[config.mk]
export PLATFORM = sky130hd
export DESIGN_NAME = randomized_set_table_flat
export DESIGN_NICKNAME = d
export VERILOG_FILES = /design/src/sv/rset_pkg.sv /design/src/sv/rset_if.sv /design/src/sv/rset_ram.sv /design/src/sv/rset_div.sv /design/src/sv/randomized_set_table.sv /design/src/flat_wrapper.sv
export VERILOG_INCLUDE_DIRS = /design/src /design/src/sv
export SDC_FILE = /design/constraint.sdc
export NUM_CORES = 2
export LEC_CHECK = 0
export ABC_AREA = 1
export BUFFER_PORTS_ARGS = -buffer_cell sky130_fd_sc_hd__clkbuf_2
export CORE_AREA = 2 2 484 342
export DETAILED_ROUTE_END_ITERATION = 16
export DIE_AREA = 0 0 486 344
export PLACE_DENSITY = 0.76
export SLEW_MARGIN = 20
export SYNTH_ARGS = -nofsm -noshare
export SYNTH_HDL_FRONTEND = slang
export SYNTH_SLANG_ARGS = --single-unit
[constraint.sdc]
create_clock -name clk -period 8.3 [get_ports clk]
set_clock_uncertainty 0.1 [all_clocks]
set_input_delay 0.415 -clock clk [delete_from_list [all_inputs] [get_ports clk]]
set_output_delay 0.415 -clock clk [all_outputs]
set_load 0.02 [all_outputs]
[src/sv/randomized_set_table_assert.svh]
// Assertion macros shared by the randomized set table RTL.
`ifndef RANDOMIZED_SET_TABLE_ASSERT_SVH
`define RANDOMIZED_SET_TABLE_ASSERT_SVH

// Checked outside reset.
`define RSET_ASSERT(lbl, prop, msg) \
  lbl: assert property (@(posedge clk) disable iff (!rst_n) prop) \
    else $error(msg);

// Checked at every edge, reset included.
`define RSET_ASSERT_RST(lbl, prop, msg) \
  lbl: assert property (@(posedge clk) prop) else $error(msg);

`endif

[src/sv/rset_pkg.sv]
// Package: constants, codes and types of the randomized set table.
`default_nettype none
package rset_pkg;

  localparam int CAPACITY = 64;
  localparam int IDX_W    = $clog2(CAPACITY);
  localparam int CNT_W    = $clog2(CAPACITY + 1);
  localparam int VAL_W    = 32;
  localparam int ENTRY_W  = VAL_W + 1;
  localparam int RND_W    = 31;
  localparam int KIND_W   = 2;
  localparam int STAT_W   = 2;
  localparam int DSTEP_W  = $clog2(RND_W + 1);

  localparam logic [KIND_W-1:0] KIND_INSERT = 2'd0;
  localparam logic [KIND_W-1:0] KIND_REMOVE = 2'd1;
  localparam logic [KIND_W-1:0] KIND_SAMPLE = 2'd2;

  localparam logic [STAT_W-1:0] STAT_DONE  = 2'd0;
  localparam logic [STAT_W-1:0] STAT_NOCHG = 2'd1;
  localparam logic [STAT_W-1:0] STAT_EMPTY = 2'd2;
  localparam logic [STAT_W-1:0] STAT_FULL  = 2'd3;

  typedef struct packed {
    logic             live;
    logic [VAL_W-1:0] value;
  } entry_t;

  typedef struct packed {
    logic             start;
    logic [RND_W-1:0] dividend;
    logic [CNT_W-1:0] divisor;
  } div_req_t;

  typedef struct packed {
    logic             done;
    logic [IDX_W-1:0] rem;
  } div_rsp_t;

endpackage
`default_nettype wire

[src/sv/rset_if.sv]
// Valid/ready channel interfaces for requests and results.
`default_nettype none
interface rset_in_if;
  logic                                 valid;
  logic                                 ready;
  logic [rset_pkg::KIND_W-1:0]          kind;
  logic signed [rset_pkg::VAL_W-1:0]    value;
  logic [rset_pkg::RND_W-1:0]           random_number;

  modport source(output valid, kind, value, random_number, input ready);
  modport sink(input valid, kind, value, random_number, output ready);
endinterface

interface rset_out_if;
  logic                                 valid;
  logic                                 ready;
  logic [rset_pkg::STAT_W-1:0]          status;
  logic signed [rset_pkg::VAL_W-1:0]    sample_value;

  modport source(output valid, status, sample_value, input ready);
  modport sink(input valid, status, sample_value, output ready);
endinterface
`default_nettype wire

[src/sv/rset_ram.sv]
// Generic single-write, single-read synchronous RAM with registered read data.
`default_nettype none
module rset_ram #(
  parameter int DEPTH = 64,
  parameter int WIDTH = 32
) (
  input  wire logic                     clk,
  input  wire logic                     we,
  input  wire logic [$clog2(DEPTH)-1:0] waddr,
  input  wire logic [WIDTH-1:0]         wdata,
  input  wire logic [$clog2(DEPTH)-1:0] raddr,
  output logic      [WIDTH-1:0]         rdata
);
  logic [WIDTH-1:0] mem [DEPTH];

  always_ff @(posedge clk) begin
    if (we) begin
      mem[waddr] <= wdata;
    end
    rdata <= mem[raddr];
  end
endmodule
`default_nettype wire

[src/sv/rset_div.sv]
// Bit-serial remainder unit: random number modulo used entry count.
`default_nettype none
module rset_div (
  input  wire logic               clk,
  input  wire logic               rst_n,
  input  wire rset_pkg::div_req_t req,
  output rset_pkg::div_rsp_t      rsp
);
  import rset_pkg::*;

  logic [RND_W-1:0]   dvd_r, dvd_nxt;
  logic [CNT_W-1:0]   dsr_r, dsr_nxt;
  logic [CNT_W-1:0]   rem_r, rem_nxt;
  logic [DSTEP_W-1:0] cnt_r, cnt_nxt;
  logic               busy_r, busy_nxt;
  logic               done_r, done_nxt;
  logic [CNT_W:0]     sh;
  logic [CNT_W:0]     sub;

  always_comb begin
    sh       = {rem_r, dvd_r[RND_W-1]};
    sub      = sh - {1'b0, dsr_r};
    dvd_nxt  = dvd_r;
    dsr_nxt  = dsr_r;
    rem_nxt  = rem_r;
    cnt_nxt  = cnt_r;
    busy_nxt = busy_r;
    done_nxt = 1'b0;
    if (req.start) begin
      dvd_nxt  = req.dividend;
      dsr_nxt  = req.divisor;
      rem_nxt  = '0;
      cnt_nxt  = DSTEP_W'(RND_W);
      busy_nxt = 1'b1;
    end else if (busy_r) begin
      dvd_nxt = {dvd_r[RND_W-2:0], 1'b0};
      rem_nxt = (sh >= {1'b0, dsr_r}) ? sub[CNT_W-1:0] : sh[CNT_W-1:0];
      cnt_nxt = cnt_r - 1'b1;
      if (cnt_r == DSTEP_W'(1)) begin
        busy_nxt = 1'b0;
        done_nxt = 1'b1;
      end
    end
  end

  always_ff @(posedge clk) begin
    if (!rst_n) begin
      busy_r <= 1'b0;
      done_r <= 1'b0;
      cnt_r  <= '0;
    end else begin
      busy_r <= busy_nxt;
      done_r <= done_nxt;
      cnt_r  <= cnt_nxt;
    end
    dvd_r <= dvd_nxt;
    dsr_r <= dsr_nxt;
    rem_r <= rem_nxt;
  end

  assign rsp.done = done_r;
  assign rsp.rem  = rem_r[IDX_W-1:0];
endmodule
`default_nettype wire

[src/sv/randomized_set_table.sv]
// Insert and remove: S_SCAN compares entries in order, one table read per cycle, up to used_count;
// a match or the end of the used entries leads to S_RESP.
// Sample: 31-step remainder, then one probe per cycle from that position, skipping dead entries.
// Empty sample and unused kind go straight to S_RESP.
// A new request can be taken in the cycle the result becomes valid; a held output stalls the next result.
// Synchronous reset clears counts and state; entries past used_count are never used.
`default_nettype none
`include "randomized_set_table_assert.svh"
module randomized_set_table (
  input wire logic clk,
  input wire logic rst_n,
  rset_in_if.sink    in_ch,
  rset_out_if.source out_ch
);
  import rset_pkg::*;

  localparam logic [2:0] S_IDLE  = 3'd0;
  localparam logic [2:0] S_SCAN  = 3'd1;
  localparam logic [2:0] S_DIV   = 3'd2;
  localparam logic [2:0] S_PROBE = 3'd3;
  localparam logic [2:0] S_RESP  = 3'd4;

  logic [2:0]          state_r, state_nxt;
  logic [KIND_W-1:0]   kind_r, kind_nxt;
  logic [VAL_W-1:0]    value_r, value_nxt;
  logic [STAT_W-1:0]   res_status_r, res_status_nxt;
  logic [VAL_W-1:0]    res_sample_r, res_sample_nxt;
  logic [CNT_W-1:0]    issue_idx_r, issue_idx_nxt;
  logic [IDX_W-1:0]    cmp_idx_r, cmp_idx_nxt;
  logic                cmp_vld_r, cmp_vld_nxt;
  logic [IDX_W-1:0]    pos_r, pos_nxt;
  logic [CNT_W-1:0]    used_count_r, used_count_nxt;
  logic [CNT_W-1:0]    live_count_r, live_count_nxt;
  logic                out_valid_r, out_valid_nxt;
  logic [STAT_W-1:0]   out_status_r, out_status_nxt;
  logic [VAL_W-1:0]    out_sample_r, out_sample_nxt;

  logic             ram_we;
  logic [IDX_W-1:0] ram_waddr;
  entry_t           ram_wdata;
  logic [IDX_W-1:0] ram_raddr;
  entry_t           ram_rdata;
  div_req_t         div_req;
  div_rsp_t         div_rsp;
  logic             accept;
  logic             match;

  // writes happen only on leaving S_SCAN; the next read follows S_RESP and S_IDLE
  rset_ram #(.DEPTH(CAPACITY), .WIDTH(ENTRY_W)) u_ram (
    .clk   (clk),
    .we    (ram_we),
    .waddr (ram_waddr),
    .wdata (ram_wdata),
    .raddr (ram_raddr),
    .rdata (ram_rdata)
  );

  rset_div u_div (
    .clk   (clk),
    .rst_n (rst_n),
    .req   (div_req),
    .rsp   (div_rsp)
  );

  assign in_ch.ready         = (state_r == S_IDLE);
  assign accept              = in_ch.valid && in_ch.ready;
  assign out_ch.valid        = out_valid_r;
  assign out_ch.status       = out_status_r;
  assign out_ch.sample_value = out_sample_r;
  assign match               = cmp_vld_r && (ram_rdata.value == value_r);

  always_comb begin
    state_nxt        = state_r;
    kind_nxt         = kind_r;
    value_nxt        = value_r;
    res_status_nxt   = res_status_r;
    res_sample_nxt   = res_sample_r;
    issue_idx_nxt    = issue_idx_r;
    cmp_idx_nxt      = cmp_idx_r;
    cmp_vld_nxt      = cmp_vld_r;
    pos_nxt          = pos_r;
    used_count_nxt   = used_count_r;
    live_count_nxt   = live_count_r;
    out_valid_nxt    = out_valid_r && !out_ch.ready;
    out_status_nxt   = out_status_r;
    out_sample_nxt   = out_sample_r;
    ram_we           = 1'b0;
    ram_waddr        = cmp_idx_r;
    ram_wdata.live   = 1'b1;
    ram_wdata.value  = value_r;
    ram_raddr        = pos_r;
    div_req.start    = 1'b0;
    div_req.dividend = in_ch.random_number;
    div_req.divisor  = used_count_r;

    case (state_r)
      S_IDLE: begin
        if (accept) begin
          kind_nxt       = in_ch.kind;
          value_nxt      = in_ch.value;
          res_sample_nxt = '0;
          issue_idx_nxt  = '0;
          cmp_vld_nxt    = 1'b0;
          case (in_ch.kind)
            KIND_INSERT, KIND_REMOVE: state_nxt = S_SCAN;
            KIND_SAMPLE: begin
              if (live_count_r == '0 || used_count_r == '0) begin
                res_status_nxt = STAT_EMPTY;
                state_nxt      = S_RESP;
              end else begin
                div_req.start = 1'b1;
                state_nxt     = S_DIV;
              end
            end
            default: begin
              res_status_nxt = STAT_NOCHG;
              state_nxt      = S_RESP;
            end
          endcase
        end
      end
      S_SCAN: begin
        ram_raddr = issue_idx_r[IDX_W-1:0];
        if (match) begin
          state_nxt      = S_RESP;
          res_status_nxt = STAT_NOCHG;
          if (kind_r == KIND_INSERT) begin
            if (!ram_rdata.live) begin
              ram_we         = 1'b1;
              live_count_nxt = live_count_r + 1'b1;
              res_status_nxt = STAT_DONE;
            end
          end else if (ram_rdata.live) begin
            ram_we         = 1'b1;
            ram_wdata.live = 1'b0;
            live_count_nxt = live_count_r - 1'b1;
            res_status_nxt = STAT_DONE;
          end
        end else if (issue_idx_r < used_count_r) begin
          cmp_vld_nxt   = 1'b1;
          cmp_idx_nxt   = issue_idx_r[IDX_W-1:0];
          issue_idx_nxt = issue_idx_r + 1'b1;
        end else begin
          state_nxt      = S_RESP;
          res_status_nxt = STAT_NOCHG;
          if (kind_r == KIND_INSERT) begin
            if (used_count_r == CNT_W'(CAPACITY)) begin
              res_status_nxt = STAT_FULL;
            end else begin
              ram_we         = 1'b1;
              ram_waddr      = used_count_r[IDX_W-1:0];
              used_count_nxt = used_count_r + 1'b1;
              live_count_nxt = live_count_r + 1'b1;
              res_status_nxt = STAT_DONE;
            end
          end
        end
      end
      S_DIV: begin
        if (div_rsp.done) begin
          pos_nxt     = div_rsp.rem;
          cmp_vld_nxt = 1'b0;
          state_nxt   = S_PROBE;
        end
      end
      S_PROBE: begin
        // read issued at pos_r; the data checked here belongs to the previous position
        if (cmp_vld_r && ram_rdata.live) begin
          res_sample_nxt = ram_rdata.value;
          res_status_nxt = STAT_DONE;
          state_nxt      = S_RESP;
        end else begin
          cmp_vld_nxt = 1'b1;
          if ({1'b0, pos_r} == used_count_r - 1'b1) begin
            pos_nxt = '0;
          end else begin
            pos_nxt = pos_r + 1'b1;
          end
        end
      end
      S_RESP: begin
        if (!out_valid_r || out_ch.ready) begin
          out_valid_nxt  = 1'b1;
          out_status_nxt = res_status_r;
          out_sample_nxt = res_sample_r;
          state_nxt      = S_IDLE;
        end
      end
      default: state_nxt = S_IDLE;
    endcase
  end

  always_ff @(posedge clk) begin
    if (!rst_n) begin
      state_r      <= S_IDLE;
      used_count_r <= '0;
      live_count_r <= '0;
      out_valid_r  <= 1'b0;
      cmp_vld_r    <= 1'b0;
    end else begin
      state_r      <= state_nxt;
      used_count_r <= used_count_nxt;
      live_count_r <= live_count_nxt;
      out_valid_r  <= out_valid_nxt;
      cmp_vld_r    <= cmp_vld_nxt;
    end
    kind_r       <= kind_nxt;
    value_r      <= value_nxt;
    res_status_r <= res_status_nxt;
    res_sample_r <= res_sample_nxt;
    issue_idx_r  <= issue_idx_nxt;
    cmp_idx_r    <= cmp_idx_nxt;
    pos_r        <= pos_nxt;
    out_status_r <= out_status_nxt;
    out_sample_r <= out_sample_nxt;
  end

  `RSET_ASSERT(a_live_le_used, live_count_r <= used_count_r, "live count above used count")
  `RSET_ASSERT(a_used_le_cap, used_count_r <= CNT_W'(CAPACITY), "used count above capacity")
  `RSET_ASSERT(a_state_ok, state_r <= S_RESP, "illegal state code")
  `RSET_ASSERT(a_out_hold, out_valid_r && !out_ch.ready |=> out_valid_r, "result dropped")
  `RSET_ASSERT_RST(a_reset, !rst_n |=> (used_count_r == '0 && !out_valid_r), "reset left state")
endmodule
`default_nettype wire

[src/flat_wrapper.sv]
// flat-port wrapper written by rule: the top's interface ports become plain ports
module randomized_set_table_flat import rset_pkg::*;
  (clk, rst_n, in_ch_valid, in_ch_kind, in_ch_value, in_ch_random_number, in_ch_ready, out_ch_valid, out_ch_status, out_ch_sample_value, out_ch_ready);
  rset_in_if in_ch_i ();
  rset_out_if out_ch_i ();
  input wire logic clk;
  input wire logic rst_n;
  input wire logic [$bits(in_ch_i.valid)-1:0] in_ch_valid;
  input wire logic [$bits(in_ch_i.kind)-1:0] in_ch_kind;
  input wire logic [$bits(in_ch_i.value)-1:0] in_ch_value;
  input wire logic [$bits(in_ch_i.random_number)-1:0] in_ch_random_number;
  output wire logic [$bits(in_ch_i.ready)-1:0] in_ch_ready;
  output wire logic [$bits(out_ch_i.valid)-1:0] out_ch_valid;
  output wire logic [$bits(out_ch_i.status)-1:0] out_ch_status;
  output wire logic [$bits(out_ch_i.sample_value)-1:0] out_ch_sample_value;
  input wire logic [$bits(out_ch_i.ready)-1:0] out_ch_ready;
  assign in_ch_i.valid = in_ch_valid;
  assign in_ch_i.kind = in_ch_kind;
  assign in_ch_i.value = in_ch_value;
  assign in_ch_i.random_number = in_ch_random_number;
  assign in_ch_ready = in_ch_i.ready;
  assign out_ch_valid = out_ch_i.valid;
  assign out_ch_status = out_ch_i.status;
  assign out_ch_sample_value = out_ch_i.sample_value;
  assign out_ch_i.ready = out_ch_ready;
  randomized_set_table u_core (.clk(clk), .rst_n(rst_n), .in_ch(in_ch_i), .out_ch(out_ch_i));
endmodule
==> results.ini <==
[floorplan]
die_height_um = 344
num_rows = 124
ports = 105
initial_core_util_pct = 59.79
die_w_um = 486
die-area_um2 = 167200
coreArea_um2 = 162400

[power_and_ir_drop]
swShare_pct = 39.84
seq_power_share_pct = 39.3
total_switching_power_mw = 14.50
clockPowerShare_pct = 25.5
p_per_area_nw_per_um2 = 339.9
intPower_mw = 21.89
power.combinational.fraction_pct = 35.2
power.ir.vdd_worst_mv = 0.2945
static-leakage-power_nw = 39.48

[drt]
drt_pre_antenna_iters = 6
drt_first_iter_violations = 11418
route.detailed.drc = 0
route.detailed.wl_per_inst_um = 26.27
viasPerCell = 6.149
drt_wl_total_mm = 273.9
routed-via-count = 64107
ant_nets = 0

[logic_synthesis]
synth_seq_cells = 2337
synth_cells = 8057
yosys_warnings = 0
synth_simple_gate_area_share_pct = 11.82
synth_top_cell_by_area = edfxtp_1
synth_area_per_cell_um2 = 12.05
synth_compound_area_share_pct = 8.885
yosys_most_used_dff = edfxtp_1
async_set_or_reset_register_ratio_after_synthesis_pct = 0
post_synth_instance_area_um2 = 97130
synthDominantCellAreaShare_pct = 70.21
synth_sequential_area_ratio_pct = 71.57
largest_family_of_logic_cells_by_synthesized_area = simple AND/OR/NAND/NOR gates
yosys.area_share.xor_xnor_pct = 0.2886
yosys-top-cells-area = edfxtp_1, nand3_1, nand2_1
syn-num-nets = 8151
synth_top_cells_by_count = edfxtp_1, nand2_1, inv_1
synth_edf_count = 2271
synth_most_common_cell = edfxtp_1
synth.mux.area_fraction_pct = 0
synth_cell_types = 41
synthAdderAreaFrac_pct = 0.3298

[sta]
max_slew_margin_pct = 22.04
fin_tns_setup_ns = 0
tightest_slew_ns = 1.169
max_freq_mhz = 195.4
final_min_period_over_clock_period_pct = 61.66
setup_viol = 0
final_hold_violations = 0
post_layout_min_period_ns = 5.118
grt_setup_unrepaired = false
slew_violations = 0

[finish]
flow.area_growth_from_synthesis_pct = 10.22
finish.cell_count_without_fillers = 10426
finish.instance_area_um2 = 107100
finalNetCount = 8192
layout-drive-gt1-share_pct = 7.866

[setup_path]
path_max_fanout = 112
timing.rr.end = u_core.u_ram.rdata[0]
critPathLaunch = u_core.state_r[1]
worst_ep_arrival_time_ns = 5.83
launching_point_of_the_worst_reg2reg_path = u_core.state_r[1]
worst-r2r-setup-slack_ns = 3.18
path_class = reg -> reg
critical_path.endpoint = u_core.u_ram.rdata[0]
crit_path_end_kind = flip-flop
worst_endpoint_required_time_ns = 9.01
reg2reg_depth = 15
critPathLaunchType = flip-flop

[placement]
place.detailed.instances = 9954
placement.io_buffers = 104
dpl-instance-area_um2 = 99600
gp_routability_congestion = 0.9826
dp_hpwl_mm = 159.5

[min_path]
timing.hold.worst.start = in_ch_valid
hold_path.class = in -> reg

[clocking]
worstSkewPairLatency_ns = 0.89
post_cts_hold_buffer_count = 67
cts_buffer_depth = 3
cts_htree_levels = 4
tritoncts = done
path_clk_slew_ns = 0.07
number_of_cells_upsized_or_downsized_after_cts = 0
numCtsBuffers = 201
clock-root-buffer = clkbuf_16
number_of_clock_sinks = 2337
cts_post_setup_buffers_inserted = 0

[outcome]
status = finished clean

[global_routing]
grt_util_all_layers_pct = 32.39
grt_start_max_net_pins = 211
grt_antenna_before_repair = 23
globalRoute.totalOverflow = 0
grt_pass1_wl_mm = 392.1
via_count_of_the_first_global_routing_pass = 58237

[run]
max-cap-violations = 0

## worst min-delay path by stage
stage / depth (start not counted) / slack [ns] / end
floorplan: 0 / 0.30 / u_core.out_ch.sample_value[0]
global placement: 0 / 0.30 / u_core.out_ch.sample_value[13]
detailed placement: 0 / 0.30 / u_core.out_ch.sample_value[13]
CTS: 3 / 0.02 / u_core.value_r[12]
global route: 3 / 0.09 / u_core.value_r[12]
finish: 3 / 0.06 / u_core.value_r[9]
## critical path, cell delays in order (launching register included)
cell and delay (ns):
dfxtp_1 0.39, inv_1 0.14, nand2_2 0.50, nand2_1 0.19, o21ai_4 0.12, buf_12 0.44, buf_4 0.81, buf_4 0.61
o21ai_0 0.17, inv_1 0.08, o21ai_0 0.08, nand3_1 0.10, nand3_1 0.25, nand3_1 0.21, nand3_1 0.35, nand2_1 0.17
## cells in the final DEF, fill, tap and decap left out, types with 21 or more instances in the layout
| cell | n |
|---|---|
| edfxtp_1 | 2271 |
| nand2_1 | 1332 |
| inv_1 | 1137 |
| nand3_1 | 1057 |
| o211ai_1 | 651 |
| o21ai_0 | 379 |
| a21oi_1 | 299 |
| clkbuf_16 | 204 |
| nor2_1 | 123 |
| buf_4 | 112 |
| clkbuf_2 | 104 |
| nor2_4 | 67 |
| dlygate4sd3_1 | 67 |
| dfxtp_1 | 66 |
| clkinv_1 | 55 |
| clkbuf_1 | 46 |
| o21ai_1 | 41 |
| clkinv_2 | 41 |
| ha_1 | 24 |
| buf_12 | 21 |
## layout make-up
type / count / area [um2]
Sequential cell: 2337 / 69520
Fill cell: 11224 / 55390
Multi-Input combinational cell: 4088 / 21280
Clock buffer: 255 / 5346
Inverter: 1151 / 4345
Timing Repair Buffer: 319 / 2840
Tap cell: 2142 / 2680
Clock inverter: 126 / 1025
Antenna cell: 8 / 20.02
## cells by family after synthesis
| group | Yosys count |
|---|---|
| AOI/OAI and AO/OA | 1391 |
| xor gates and xnor gates | 32 |
| adders and majority gates | 25 |
| buffers and inverters | 1632 |
| DFF | 2337 |
| and+or+nand+nor | 2640 |
## layer usage
metal	vias up	routed length (um)	track usage [%]
met5	-	65	0
met4	8	11450	13.45
met3	536	43010	10.55
met2	4263	114500	44.73
met1	30764	104900	47.56
li1	28536	-	-
## power groups by stage
stage / registers [mW] / clock network [mW] / logic [mW]
after floorplan: 14.7 / 0 / 7.52
after global placement: 14.5 / 0 / 12.0
after detailed placement: 14.5 / 0 / 12.2
after CTS: 14.3 / 9.26 / 12.3
after global routing: 14.3 / 9.71 / 13.6
final: 14.3 / 9.27 / 12.8
## flip-flops by register name (all words and copies together) (netlist names), 31 cells and up
signal and count:
u_core.u_ram.rdata 33, u_core.out_ch.sample_value 32, u_core.u_ram.mem 2112, u_core.res_sample_r 32, u_core.u_div.dvd_r 31, u_core.value_r 32
## per-stage QoR
step	hold WS, ns	utilization, %	worst slack (ns)	total power [mW]
floorplan	0.3003	-	3.894	22.25
global placement	0.3024	61.21	3.326	26.52
detailed placement	0.3045	61.32	3.354	26.79
CTS	0.01701	65.65	3.329	35.90
global route	0.08786	65.89	2.920	37.57
finish	0.06412	65.90	3.182	36.39
Note: power is estimated with default switching activity, not from simulation.
